[src/hw/rtl/utoq_pkg.sv]
// Package for the serial transmit overwrite queue.
// Function codes, ASCII constants and the hex digit lookup.
// No dependencies.
`default_nettype none
package utoq_pkg;

	typedef logic [1:0] func_t;

	localparam func_t FN_PUT_BYTE = 2'd0;
	localparam func_t FN_PUT_HEX  = 2'd1;
	localparam func_t FN_PUT_DEC  = 2'd2;
	localparam func_t FN_TX_DONE  = 2'd3;

	localparam logic [7:0] CH_LBRACK = 8'h5B;
	localparam logic [7:0] CH_RBRACK = 8'h5D;
	localparam logic [7:0] CH_SPACE  = 8'h20;
	localparam logic [7:0] CH_ZERO   = 8'h30;
	localparam logic [7:0] CH_UPPER_A = 8'h41;

	function automatic logic [7:0] hex_digit(input logic [3:0] nib);
		if (nib < 4'd10) begin
			hex_digit = CH_ZERO + {4'd0, nib};
		end else begin
			hex_digit = CH_UPPER_A + {4'd0, nib - 4'd10};
		end
	endfunction

endpackage
`default_nettype wire

[src/hw/rtl/uart_tx_overwrite_queue_top.sv]
// Serial transmit ring queue, oldest byte overwritten when full, with line busy flag.
// Depends on utoq_pkg and utoq_fmt.
//
// channel  direction  handshake            payload
// in       receive    in_valid / in_stall  func[1:0], data_byte[7:0]
// out      send       out_valid/out_stall  line_byte[7:0]
//
// The single-port queue memory writes one byte per cycle and has a registered
// read. A transmit complete on an empty queue reads nothing from the queue.
// A result waits in the output register; the next transaction is taken
// meanwhile and stalls only when it needs that register.
// Reset clears pointers, count and busy flag; queue memory is not cleared.
`default_nettype none
module uart_tx_overwrite_queue_top #(
	parameter int QUEUE_DEPTH = 128
) (
	input  wire logic            clk,
	input  wire logic            arst_n,
	input  wire logic            in_valid,
	output logic                 in_stall,
	input  wire utoq_pkg::func_t func,
	input  wire logic [7:0]      data_byte,
	output logic                 out_valid,
	input  wire logic            out_stall,
	output logic [7:0]           line_byte
);
	import utoq_pkg::*;

	localparam int PTR_W = $clog2(QUEUE_DEPTH);
	localparam int CNT_W = $clog2(QUEUE_DEPTH + 1);

	localparam logic [1:0] ST_IDLE  = 2'd0;
	localparam logic [1:0] ST_PUT   = 2'd1;
	localparam logic [1:0] ST_TXOUT = 2'd2;

	logic [1:0]       state_q;
	logic [1:0]       idx_q;
	func_t            func_q;
	logic [7:0]       data_q;
	logic [PTR_W-1:0] wr_ptr_q;
	logic [PTR_W-1:0] rd_ptr_q;
	logic [CNT_W-1:0] fill_q;
	logic             busy_q;
	logic             out_valid_q;
	logic [7:0]       line_byte_q;
	logic [7:0]       mem_q [QUEUE_DEPTH];
	logic [7:0]       rd_data_q;

	logic             in_acc;
	logic             out_free;
	logic             out_load;
	logic             mem_we;
	logic             mem_re;
	logic             put_step;
	logic             put_last;
	logic [7:0]       put_byte;
	logic [PTR_W-1:0] wr_ptr_nx;
	logic [PTR_W-1:0] rd_ptr_nx;
	logic             full;

	utoq_fmt u_fmt (
		.func      (func_q),
		.data_byte (data_q),
		.idx       (idx_q),
		.line_byte (put_byte)
	);

	assign in_stall  = (state_q != ST_IDLE);
	assign in_acc    = in_valid & ~in_stall;
	assign out_free  = ~out_valid_q | ~out_stall;
	assign out_valid = out_valid_q;
	assign line_byte = line_byte_q;

	assign full      = (fill_q == CNT_W'(QUEUE_DEPTH));
	assign wr_ptr_nx = (wr_ptr_q == PTR_W'(QUEUE_DEPTH - 1)) ? '0 : wr_ptr_q + 1'b1;
	assign rd_ptr_nx = (rd_ptr_q == PTR_W'(QUEUE_DEPTH - 1)) ? '0 : rd_ptr_q + 1'b1;

	// idle line means empty queue: first byte goes straight out
	assign put_step = (state_q == ST_PUT) & (busy_q | out_free);
	assign mem_we   = (state_q == ST_PUT) & busy_q;
	assign put_last = (func_q == FN_PUT_BYTE) | (idx_q == 2'd3);
	assign mem_re   = in_acc & (func == FN_TX_DONE) & (fill_q != '0);
	assign out_load = (put_step & ~busy_q) | ((state_q == ST_TXOUT) & out_free);

	// read and write never share a cycle: one port is enough
	always_ff @(posedge clk) begin
		if (mem_we) begin
			mem_q[wr_ptr_q] <= put_byte;
		end
		if (mem_re) begin
			rd_data_q <= mem_q[rd_ptr_q];
		end
	end

	always_ff @(posedge clk) begin
		if (in_acc) begin
			func_q <= func;
			data_q <= data_byte;
		end
		if (state_q == ST_PUT && !busy_q && out_free) begin
			line_byte_q <= put_byte;
		end else if (state_q == ST_TXOUT && out_free) begin
			line_byte_q <= rd_data_q;
		end
	end

	always_ff @(posedge clk or negedge arst_n) begin
		if (!arst_n) begin
			state_q     <= ST_IDLE;
			idx_q       <= '0;
			wr_ptr_q    <= '0;
			rd_ptr_q    <= '0;
			fill_q      <= '0;
			busy_q      <= 1'b0;
			out_valid_q <= 1'b0;
		end else begin
			out_valid_q <= out_load | (out_valid_q & out_stall);
			case (state_q)
				ST_IDLE: begin
					if (in_acc) begin
						idx_q <= '0;
						if (func != FN_TX_DONE) begin
							state_q <= ST_PUT;
						end else if (fill_q != '0) begin
							state_q <= ST_TXOUT;
						end else begin
							busy_q <= 1'b0;
						end
					end
				end
				ST_PUT: begin
					if (put_step) begin
						if (!busy_q) begin
							busy_q <= 1'b1;
						end else begin
							wr_ptr_q <= wr_ptr_nx;
							if (full) begin
								rd_ptr_q <= rd_ptr_nx;
							end else begin
								fill_q <= fill_q + 1'b1;
							end
						end
						idx_q <= idx_q + 1'b1;
						if (put_last) begin
							state_q <= ST_IDLE;
						end
					end
				end
				ST_TXOUT: begin
					if (out_free) begin
						rd_ptr_q <= rd_ptr_nx;
						fill_q   <= fill_q - 1'b1;
						state_q  <= ST_IDLE;
					end
				end
				default: begin
					state_q <= ST_IDLE;
				end
			endcase
		end
	end

`ifndef SYNTHESIS
	a_fill_bound: assert property (@(posedge clk) disable iff (!arst_n)
		fill_q <= CNT_W'(QUEUE_DEPTH))
		else $error("queue fill count above depth");

	a_idle_empty: assert property (@(posedge clk) disable iff (!arst_n)
		!busy_q |-> fill_q == '0)
		else $error("line idle with bytes queued");

	a_done_empty: assert property (@(posedge clk) disable iff (!arst_n)
		(in_acc && func == FN_TX_DONE && fill_q == '0) |=> !busy_q && state_q == ST_IDLE)
		else $error("transmit complete on empty queue left line busy");

	a_no_overrun: assert property (@(posedge clk) disable iff (!arst_n)
		(out_valid_q && out_stall) |=> !(state_q == ST_PUT && $past(state_q) == ST_PUT
			&& $past(!busy_q) && busy_q && $past(idx_q) != idx_q))
		else $error("result loaded over a held output");
`endif

endmodule
`default_nettype wire

[src/hw/rtl/utoq_fmt.sv]
// Byte formatter: gives byte idx of a plain, hex or decimal put.
// Depends on utoq_pkg.
`default_nettype none
module utoq_fmt (
	input  wire utoq_pkg::func_t func,
	input  wire logic [7:0]      data_byte,
	input  wire logic [1:0]      idx,
	output logic [7:0]           line_byte
);
	import utoq_pkg::*;

	logic [1:0]  hund;
	logic [6:0]  rem;
	logic [14:0] prod;
	logic [3:0]  tens;
	logic [3:0]  units;
	logic [7:0]  hex_b;
	logic [7:0]  dec_b;

	// /10 by reciprocal, exact for rem below 100
	always_comb begin
		if (data_byte >= 8'd200) begin
			hund = 2'd2;
			rem  = 7'(data_byte - 8'd200);
		end else if (data_byte >= 8'd100) begin
			hund = 2'd1;
			rem  = 7'(data_byte - 8'd100);
		end else begin
			hund = 2'd0;
			rem  = data_byte[6:0];
		end
		prod  = 15'(rem) * 15'd205;
		tens  = prod[14:11];
		units = 4'(rem - 7'(tens) * 7'd10);
	end

	always_comb begin
		case (idx)
			2'd0:    hex_b = CH_LBRACK;
			2'd1:    hex_b = hex_digit(data_byte[7:4]);
			2'd2:    hex_b = hex_digit(data_byte[3:0]);
			default: hex_b = CH_RBRACK;
		endcase
		case (idx)
			2'd0:    dec_b = CH_ZERO + {6'd0, hund};
			2'd1:    dec_b = CH_ZERO + {4'd0, tens};
			2'd2:    dec_b = CH_ZERO + {4'd0, units};
			default: dec_b = CH_SPACE;
		endcase
		case (func)
			FN_PUT_HEX: line_byte = hex_b;
			FN_PUT_DEC: line_byte = dec_b;
			default:    line_byte = data_byte;
		endcase
	end

endmodule
`default_nettype wire
[config.mk]
export PLATFORM = sky130hd
export DESIGN_NAME = uart_tx_overwrite_queue_top
export DESIGN_NICKNAME = d
export VERILOG_FILES = /design/src/hw/rtl/utoq_pkg.sv /design/src/hw/rtl/uart_tx_overwrite_queue_top.sv /design/src/hw/rtl/utoq_fmt.sv
export SDC_FILE = /design/constraint.sdc
export NUM_CORES = 1
export LEC_CHECK = 0
export CORE_AREA = 2 2 423 425
export CTS_BUF_LIST = sky130_fd_sc_hd__clkbuf_4
export CTS_CLUSTER_DIAMETER = 80
export DETAILED_ROUTE_END_ITERATION = 10
export DIE_AREA = 0 0 425 427
export DONT_BUFFER_PORTS = 1
export GPL_ROUTABILITY_DRIVEN = 0
export PLACE_DENSITY_LB_ADDON = 0.12
export SYNTH_ARGS = -nofsm -noshare
export SYNTH_HDL_FRONTEND = slang
export SYNTH_SLANG_ARGS = --single-unit
export TNS_END_PERCENT = 30
[constraint.sdc]
create_clock -name clk -period 21.8 [get_ports clk]
set_input_delay 4.36 -clock clk [delete_from_list [all_inputs] [get_ports clk]]
set_output_delay 4.36 -clock clk [all_outputs]
set_load 0.05 [all_outputs]
-- Word-level counts from Yosys, hierarchy flattened
Memory sizes are Yosys's and may differ from the RTL's. A register that Yosys moved wholly into a read port is not among the register bits.
Index checks and enable logic that the tools add are counted.
- $add $sub $neg: 17
- multipliers: 2
- divide/modulo/power cells: 0
- order comparisons: 4
- equal/unequal tests: 22
- shifts and indexed selects: 0
- muxes and demuxes: 40
- bitwise operators: 17
- reductions and logical operators: 18
- operators by type and width (operator ; count):
    two-way mux 8 bit ; 8
    two-way mux 7 bit ; 8
    case mux 8 bit (3 select lines) ; 2
    case mux 8 bit (2 select lines) ; 2
    adder 6 x 4 -> 7 bit, first input constant ; 4
    != test 2 bit, second input constant ; 10
    AND reduction 5 bit ; 4
    two-way mux 2 bit ; 9
    adder 7 x 4 -> 8 bit, first input constant ; 2
    multiplier 7 x 8 -> 15 bit, second input constant ; 1
    adder 7 x 1 -> 7 bit, second input constant ; 2
    equality test 7 bit, second input constant ; 2
    case mux 7 bit (2 select lines) ; 1
    subtractor 7 bit, second input constant ; 2
    equality test 2 bit, second input constant ; 5
    adder 8 x 1 -> 8 bit, second input constant ; 1
    bitwise AND 1 bit ; 8
    equality test 8 bit, second input constant ; 1
    >= comparator 8 x 7 -> 1 bit, second input constant ; 1
    >= comparator 8 bit, second input constant ; 1
    less-than comparator 4 bit, second input constant ; 2
    nonzero test 2 bit ; 4
    nonzero test 8 bit ; 1
    subtractor 4 bit, second input constant ; 2
    other kinds (17) ; 37
- register bits: 46
- bits in latches: 0
- RAM bits: 1024
- bits in read-only memories: 0
- input port bits: 14
- output and inout port bits: 10
- logic and storage cells: 131
- memories kept: 1
- memories (memory ; words ; bits a word ; rd ports ; clocked after Yosys merged registers in ; wr ports ; line ; text):
    mem_q ; 128 ; 8 ; 1 ; 1 ; 1 ; uart_tx_overwrite_queue_top.sv:46 ; logic [7:0] mem_q [QUEUE_DEPTH];

-- Logic depth before layout (Yosys ltp)
- depth in word-level cells: 10
- gate-level depth with buffers: 28
- mapped depth without buffers: 27

-- Cells and area by module
A second synthesis with hierarchy kept.
- cell total of the unflattened synthesis: 2391
- area, all modules: 44406.3 um2
- by module, submodules not included (module ; times used ; cells each ; area an instance (um2) ; sequential area each (um2)):
    uart_tx_overwrite_queue_top ; 1 ; 2154 ; 42492.0 ; 32230.9
    utoq_fmt ; 1 ; 237 ; 1914.3 ; 0.0

-- Worst setup path before layout
Ideal clock, no wire load.
- path kind: register to register
- start point: register data_q[5]
- end point: memory mem_q[0][0] (data pin)
- library setup time: 1.204 ns
- arrival: 9.727 ns
- data required time: 20.596 ns
- slack: 10.869 ns
- stages on the path, launching flop included: 21
- buffers on the path: 1
- clock period less this slack: 10.931 ns
- cells stage by stage: edfxtp_1 > clkbuf_1 > inv_1 > ha_1 > nand3_1 > a31oi_1 > nor3_1 > a21oi_1 > ha_1 > ha_1 > fa_1 > inv_1 > fa_1 > inv_1 > ha_1 > nand3_1 > nor4_1 > o311ai_0 > o211ai_1 > a222oi_1 > o21ai_0
- cells in the longest elaborated chain, start to end: 7
- elaborated cells on any way between the ends: 18
- those cells by class: add/sub (6); mul (1); order compare (3); mux (8)
- ends and longest elaborated chain (element ; line ; text):
    start, declared ; uart_tx_overwrite_queue_top.sv:39 ; logic [7:0] data_q;
    start signal, assigned ; uart_tx_overwrite_queue_top.sv:98 ; data_q <= data_byte;
    subtractor 7 bit / >= comparator 8 x 7 -> 1 bit (equally long branches) ; utoq_fmt.sv:27, utoq_fmt.sv:25 ;
    two-way mux 7 bit ; utoq_fmt.sv:25 ; end else if (data_byte >= 8'd100) begin
    two-way mux 7 bit ; utoq_fmt.sv:22 ; if (data_byte >= 8'd200) begin
    multiplier 7 x 8 -> 15 bit / subtractor 4 bit (equally long branches) ; utoq_fmt.sv:32, utoq_fmt.sv:34 ;
    adder 6 x 4 -> 7 bit (on tied branches) ; utoq_fmt.sv:46, utoq_fmt.sv:47 ;
    case mux 8 bit (3 select lines) ; utoq_fmt.sv:44 ; case (idx)
    case mux 8 bit (2 select lines) (*) ; utoq_fmt.sv:50 ; case (func)
    net put_byte[0] ; uart_tx_overwrite_queue_top.sv:56 ; logic [7:0] put_byte;
    end, declared ; uart_tx_overwrite_queue_top.sv:46 ;
Mark *: on every way through the listed nets, which the timed path passes. The rest lies on a longest branch.

-- Final worst setup path
- start point: register data_q[5]
- end point: memory mem_q[56][3] (data pin)
- cells in the longest elaborated chain, start to end: 9
- elaborated cells on any way between the ends: 22
- those cells by class: add/sub (9); mul (2); order compare (3); mux (8)
- ends and longest elaborated chain (element ; line ; text):
    subtractor 7 bit / >= comparator 8 x 7 -> 1 bit (equally long branches) ; utoq_fmt.sv:27, utoq_fmt.sv:25 ;
    two-way mux 7 bit ; utoq_fmt.sv:25 ;
    two-way mux 7 bit ; utoq_fmt.sv:22 ;
    multiplier 7 x 8 -> 15 bit ; utoq_fmt.sv:32 ; prod = 15'(rem) * 15'd205;
    multiplier 4 x 3 -> 3 bit ; utoq_fmt.sv:34 ; units = 4'(rem - 7'(tens) * 7'd10);
    subtractor 4 bit ; utoq_fmt.sv:34 ;
    adder 6 x 4 -> 7 bit ; utoq_fmt.sv:47 ; 2'd2: dec_b = CH_ZERO + {4'd0, units};
    case mux 8 bit (3 select lines) ; utoq_fmt.sv:44 ;
    case mux 8 bit (2 select lines) (*) ; utoq_fmt.sv:50 ;
    net put_byte[3] ; uart_tx_overwrite_queue_top.sv:56 ;
Marks and branches as above.

==> summary.md <==
| Metric | Value |
|---|---|
| Buffer levels on the longest clock path | `4` |
| Filler cell count in the final layout | `17600` |
| Nature of the critical path endpoint | `flip-flop` |
| Routed wire per std cell | `24.2 um` |
| Global routing usage summed across all routing layers | `13.3%` |
| Drt first pass iters | `5` |
| Peak supply drop | `104 uV` |
| Data arrival time of the critical path | `9.58 ns` |
| CP Class | `flip-flop to flip-flop` |
| Share of flip-flops with an asynchronous set or reset | `under 10%` |
| Area growth syn-to-layout | `15.4%` |
| Leading post-synthesis cells by cell area | `edfxtp_1 (72%), mux4_2 (17%), ha_1 (1.9%)` |
| CORE AREA | `0.177 mm^2` |
| Via count of the first global-routing pass | `23500` |
| Max-Slew Margin vs Limit | `approximately 17%` |
| Count of synthesis-stage warnings from yosys | `0` |
| Total non-filler cell area in the finished layout | `0.0507 mm^2` |
| Peak clock frequency supported by timing | `about 0.11 GHz` |
| EDFF count, synth | `about 1100` |
| Origin of the worst min-delay path | `fill_q[0]$_DFFE_PN0P_` |
| Number of I/O port buffers | `0` |
| Minimum clock period | `slightly below 9 ns` |
| Leading cell type by number of instances after synthesis | `edfxtp_1` |
| Total via count in the routed design | `21800` |
| H-tree depth | `5` |
| Synth cell types | `between 50 and 60` |
| Drt drc | `0` |
| Starting DRT DRC Count | `approximately 1700` |
| Total negative setup slack | `0 ns` |
| Setup violation total in the final timing report | `0` |
| Placed Area | `0.0468 mm^2` |
| Portion of synthesized cell area occupied by the leading cell type | `71.8%` |
| Antenna violations before repair | `9` |
| Hold Path Sink | `fill_q[0]$_DFFE_PN0P_` |
| Total area of multi-input combinational cells | `0.0112 mm^2` |
| Pwr Density | `135 mW/mm^2` |
| Number of nets still failing antenna checks after routing | `0` |
| Largest area contributor in the synthesized netlist | `edfxtp_1` |
| R2r startpoint | `data_q[5]$_DFFE_PP_` |
| Cell count after synthesis | `2094` |
| Clock-pin slew on the worst setup and hold paths | `0.06 ns` |
| Fraction of final layout cells with drive strength greater than 1 | `35.0%` |
| Count of pins on the block boundary | `24` |
| Share of the yosys chip area belonging to registers | `73.4%` |
| Pins over their slew limit | `0` |
| # Max-Cap Violations | `0` |
| Starting Density | `between 20% and 30%` |
| Commonest cells in the netlist | `edfxtp_1 (1050), mux4_2 (336), nor2_1 (154)` |
| Syn Area/Cell | `21.0 um^2` |
| Number of buffers created by CTS | `325` |
| Post-CTS resize count | `0` |
| Post-placement cell count | `4375` |
| Final worst clock skew | `0.146 ns` |
| Die height | `427 um` |
| Nets | `approximately 2400` |
| Avg Vias per Cell | `4.43` |
| Slew at the pin closest to its max-slew limit | `about 1.2 ns` |
| Dpl hpwl | `71500 um` |
| TritonCTS clock tree | `done` |
| Maximum number of pins on one net before global-route repair | `roughly 110` |
| Total of hold buffers inserted after clock tree synthesis | `0` |
| Clock Tree Root | `clkbuf_4` |
| Reg2reg end | `mem_q[56][3]$_DFFE_PP_` |
| Number of buffers added for setup after CTS | `0` |
| Kind of start point of the critical path | `flip-flop` |
| Latest clock arrival within the worst-skew pair | `1.27 ns` |
| Area enclosed by the die boundary | `0.181 mm^2` |
| Cell count of the worst hold path | `1` |
| Setup slack of the most critical reg-to-reg path | `13.10 ns` |
| Total overflow reported by the global router | `0` |
| Core occupancy in the finished layout | `28.6%` |
| Number of endpoints with negative hold slack in the final report | `0` |
| Final Routed Wirelength | `119000 um` |
| Outcome | `complete, no violations` |
| Area taken by flip-flops and latches | `roughly 0.032 mm^2` |
| Sinks on Clock Net | `1078` |
| Share of the clock period used by the worst path | `39.9%` |
| Global-route wire length before repair | `around 170000 um` |
| Count of cells along the worst register-to-register path | `25` |
| Finished Layout Cells | `4929` |
| Crit path max fanout | `80` |
| Number of placement rows | `approximately 160` |
| Static leakage | `approximately 16 nW` |
| Die Span X | `425 um` |
| Top_reg_cell synth | `edfxtp_1` |
| Flip-flop and latch count after synthesis | `1078` |
| RSZ-0062 raised after global routing | `false` |
| Combined area of all synthesized cells | `0.0439 mm^2` |
| Synthesized net count | `~2200` |
| Data required, critical path | `about 23 ns` |
| Type of the tightest min-delay check | `flip-flop to flip-flop` |
## report_power, final
part / total [mW] / switching [mW] / internal [mW]
sequential: 2.74 / 0.0943 / 2.65
combinational: 2.21 / 1.36 / 0.855
clock: 1.89 / 0.877 / 1.01
## sequential cells by signal (all words and copies together), names as in the netlist
register,cells
busy_q,1
data_q,8
fill_q,8
func_q,2
idx_q,2
line_byte,8
mem_q,1024
out_valid,1
rd_data_q,8
rd_ptr_q,7
state_q,2
wr_ptr_q,7
## logic make-up after synthesis
kind of cell	count (synthesis)	synth area share (%)
AO/OA/AOI/OAI	102	1.51
XOR/XNOR	30	0.629
adder cells (fa/ha/maj)	75	2.31
buffers and inverters	154	1.43
flip-flops	1078	73.4
multiplexers	357	17.8
AND/OR/NAND/NOR	298	3.02
## layer usage
metal  global-route usage (%)  vias to the layer above  wire [um]
met4                     5.57                        2       3870
met3                     3.62                      253       6670
met2                     20.8                      654      56200
met1                     17.3                    11600      52600
met5                        0                        -         20
li1                         -                     9356          -
## worst max path at each step
stage / startpoint / to / cells past startpoint
floorplan: data_q[5]$_DFFE_PP_ / mem_q[0][0]$_DFFE_PP_ / 20
global placement: data_q[5]$_DFFE_PP_ / mem_q[52][3]$_DFFE_PP_ / 25
detailed placement: data_q[5]$_DFFE_PP_ / mem_q[50][3]$_DFFE_PP_ / 25
CTS: data_q[4]$_DFFE_PP_ / mem_q[52][3]$_DFFE_PP_ / 25
global route: data_q[4]$_DFFE_PP_ / mem_q[56][3]$_DFFE_PP_ / 25
finish: data_q[5]$_DFFE_PP_ / mem_q[56][3]$_DFFE_PP_ / 25
## area by class of cell
type / instances / share of cell area [%]
tap: 2355 / 5.81
sequential: 1078 / 63.6
multi-input combinational: 862 / 22.0
clock buffer: 460 / 6.81
inverter: 48 / 0.360
antenna: 8 / 0.0395
clock inverter: 86 / 0.888
timing repair buffer: 32 / 0.523
## cells in the final DEF, fill, tap and decap left out, drive strengths merged, types with 3 or more instances in the layout
master / count
a21o: 4
nor2b: 11
bufinv: 4
clkinv: 78
o21ai: 22
clkbuf: 460
xnor2: 21
nor2: 154
nor4: 4
a22o: 3
buf: 32
a211oi: 5
a21oi: 28
ha: 65
diode: 8
nor3b: 3
mux4: 336
or2: 10
a31o: 4
fa: 10
nand2: 56
and3: 4
a31oi: 6
nand3b: 9
o211ai: 5
xor2: 8
nand3: 21
inv: 51
nor3: 8
nand4: 4
mux2: 19
dfrtp: 28
o311ai: 3
and2: 6
edfxtp: 1050
nand2b: 3
o21bai: 4
## critical path, cell delays in order (launching register included)
cell      delay, ns
edfxtp_1       0.53
inv_1          0.31
ha_1           0.23
nand2_1        0.09
a31oi_1        0.51
nor3_1         0.12
a21oi_1        0.47
ha_1           0.35
ha_1           0.32
fa_1           0.53
inv_1          0.06
fa_1           0.48
inv_1          0.04
ha_1           0.29
nand3_1        0.10
nor4_1         0.59
o31a_1         0.22
o211ai_1       0.19
ha_1           0.27
fa_1           0.43
xnor2_1        0.21
xnor3_1        0.26
mux2_1         0.38
a31oi_4        0.18
buf_4          0.45
buf_4          0.72
## stage by stage
stage	hold slack, ns	setup slack [ns]	total power [mW]
floorplan	0.469	10.87	4.26
global placement	0.500	13.32	5.05
detailed placement	0.506	13.02	5.08
CTS	0.542	12.99	7.01
global route	0.558	12.36	7.27
finish	0.541	13.10	6.85
(Power assumes the default switching activity.)
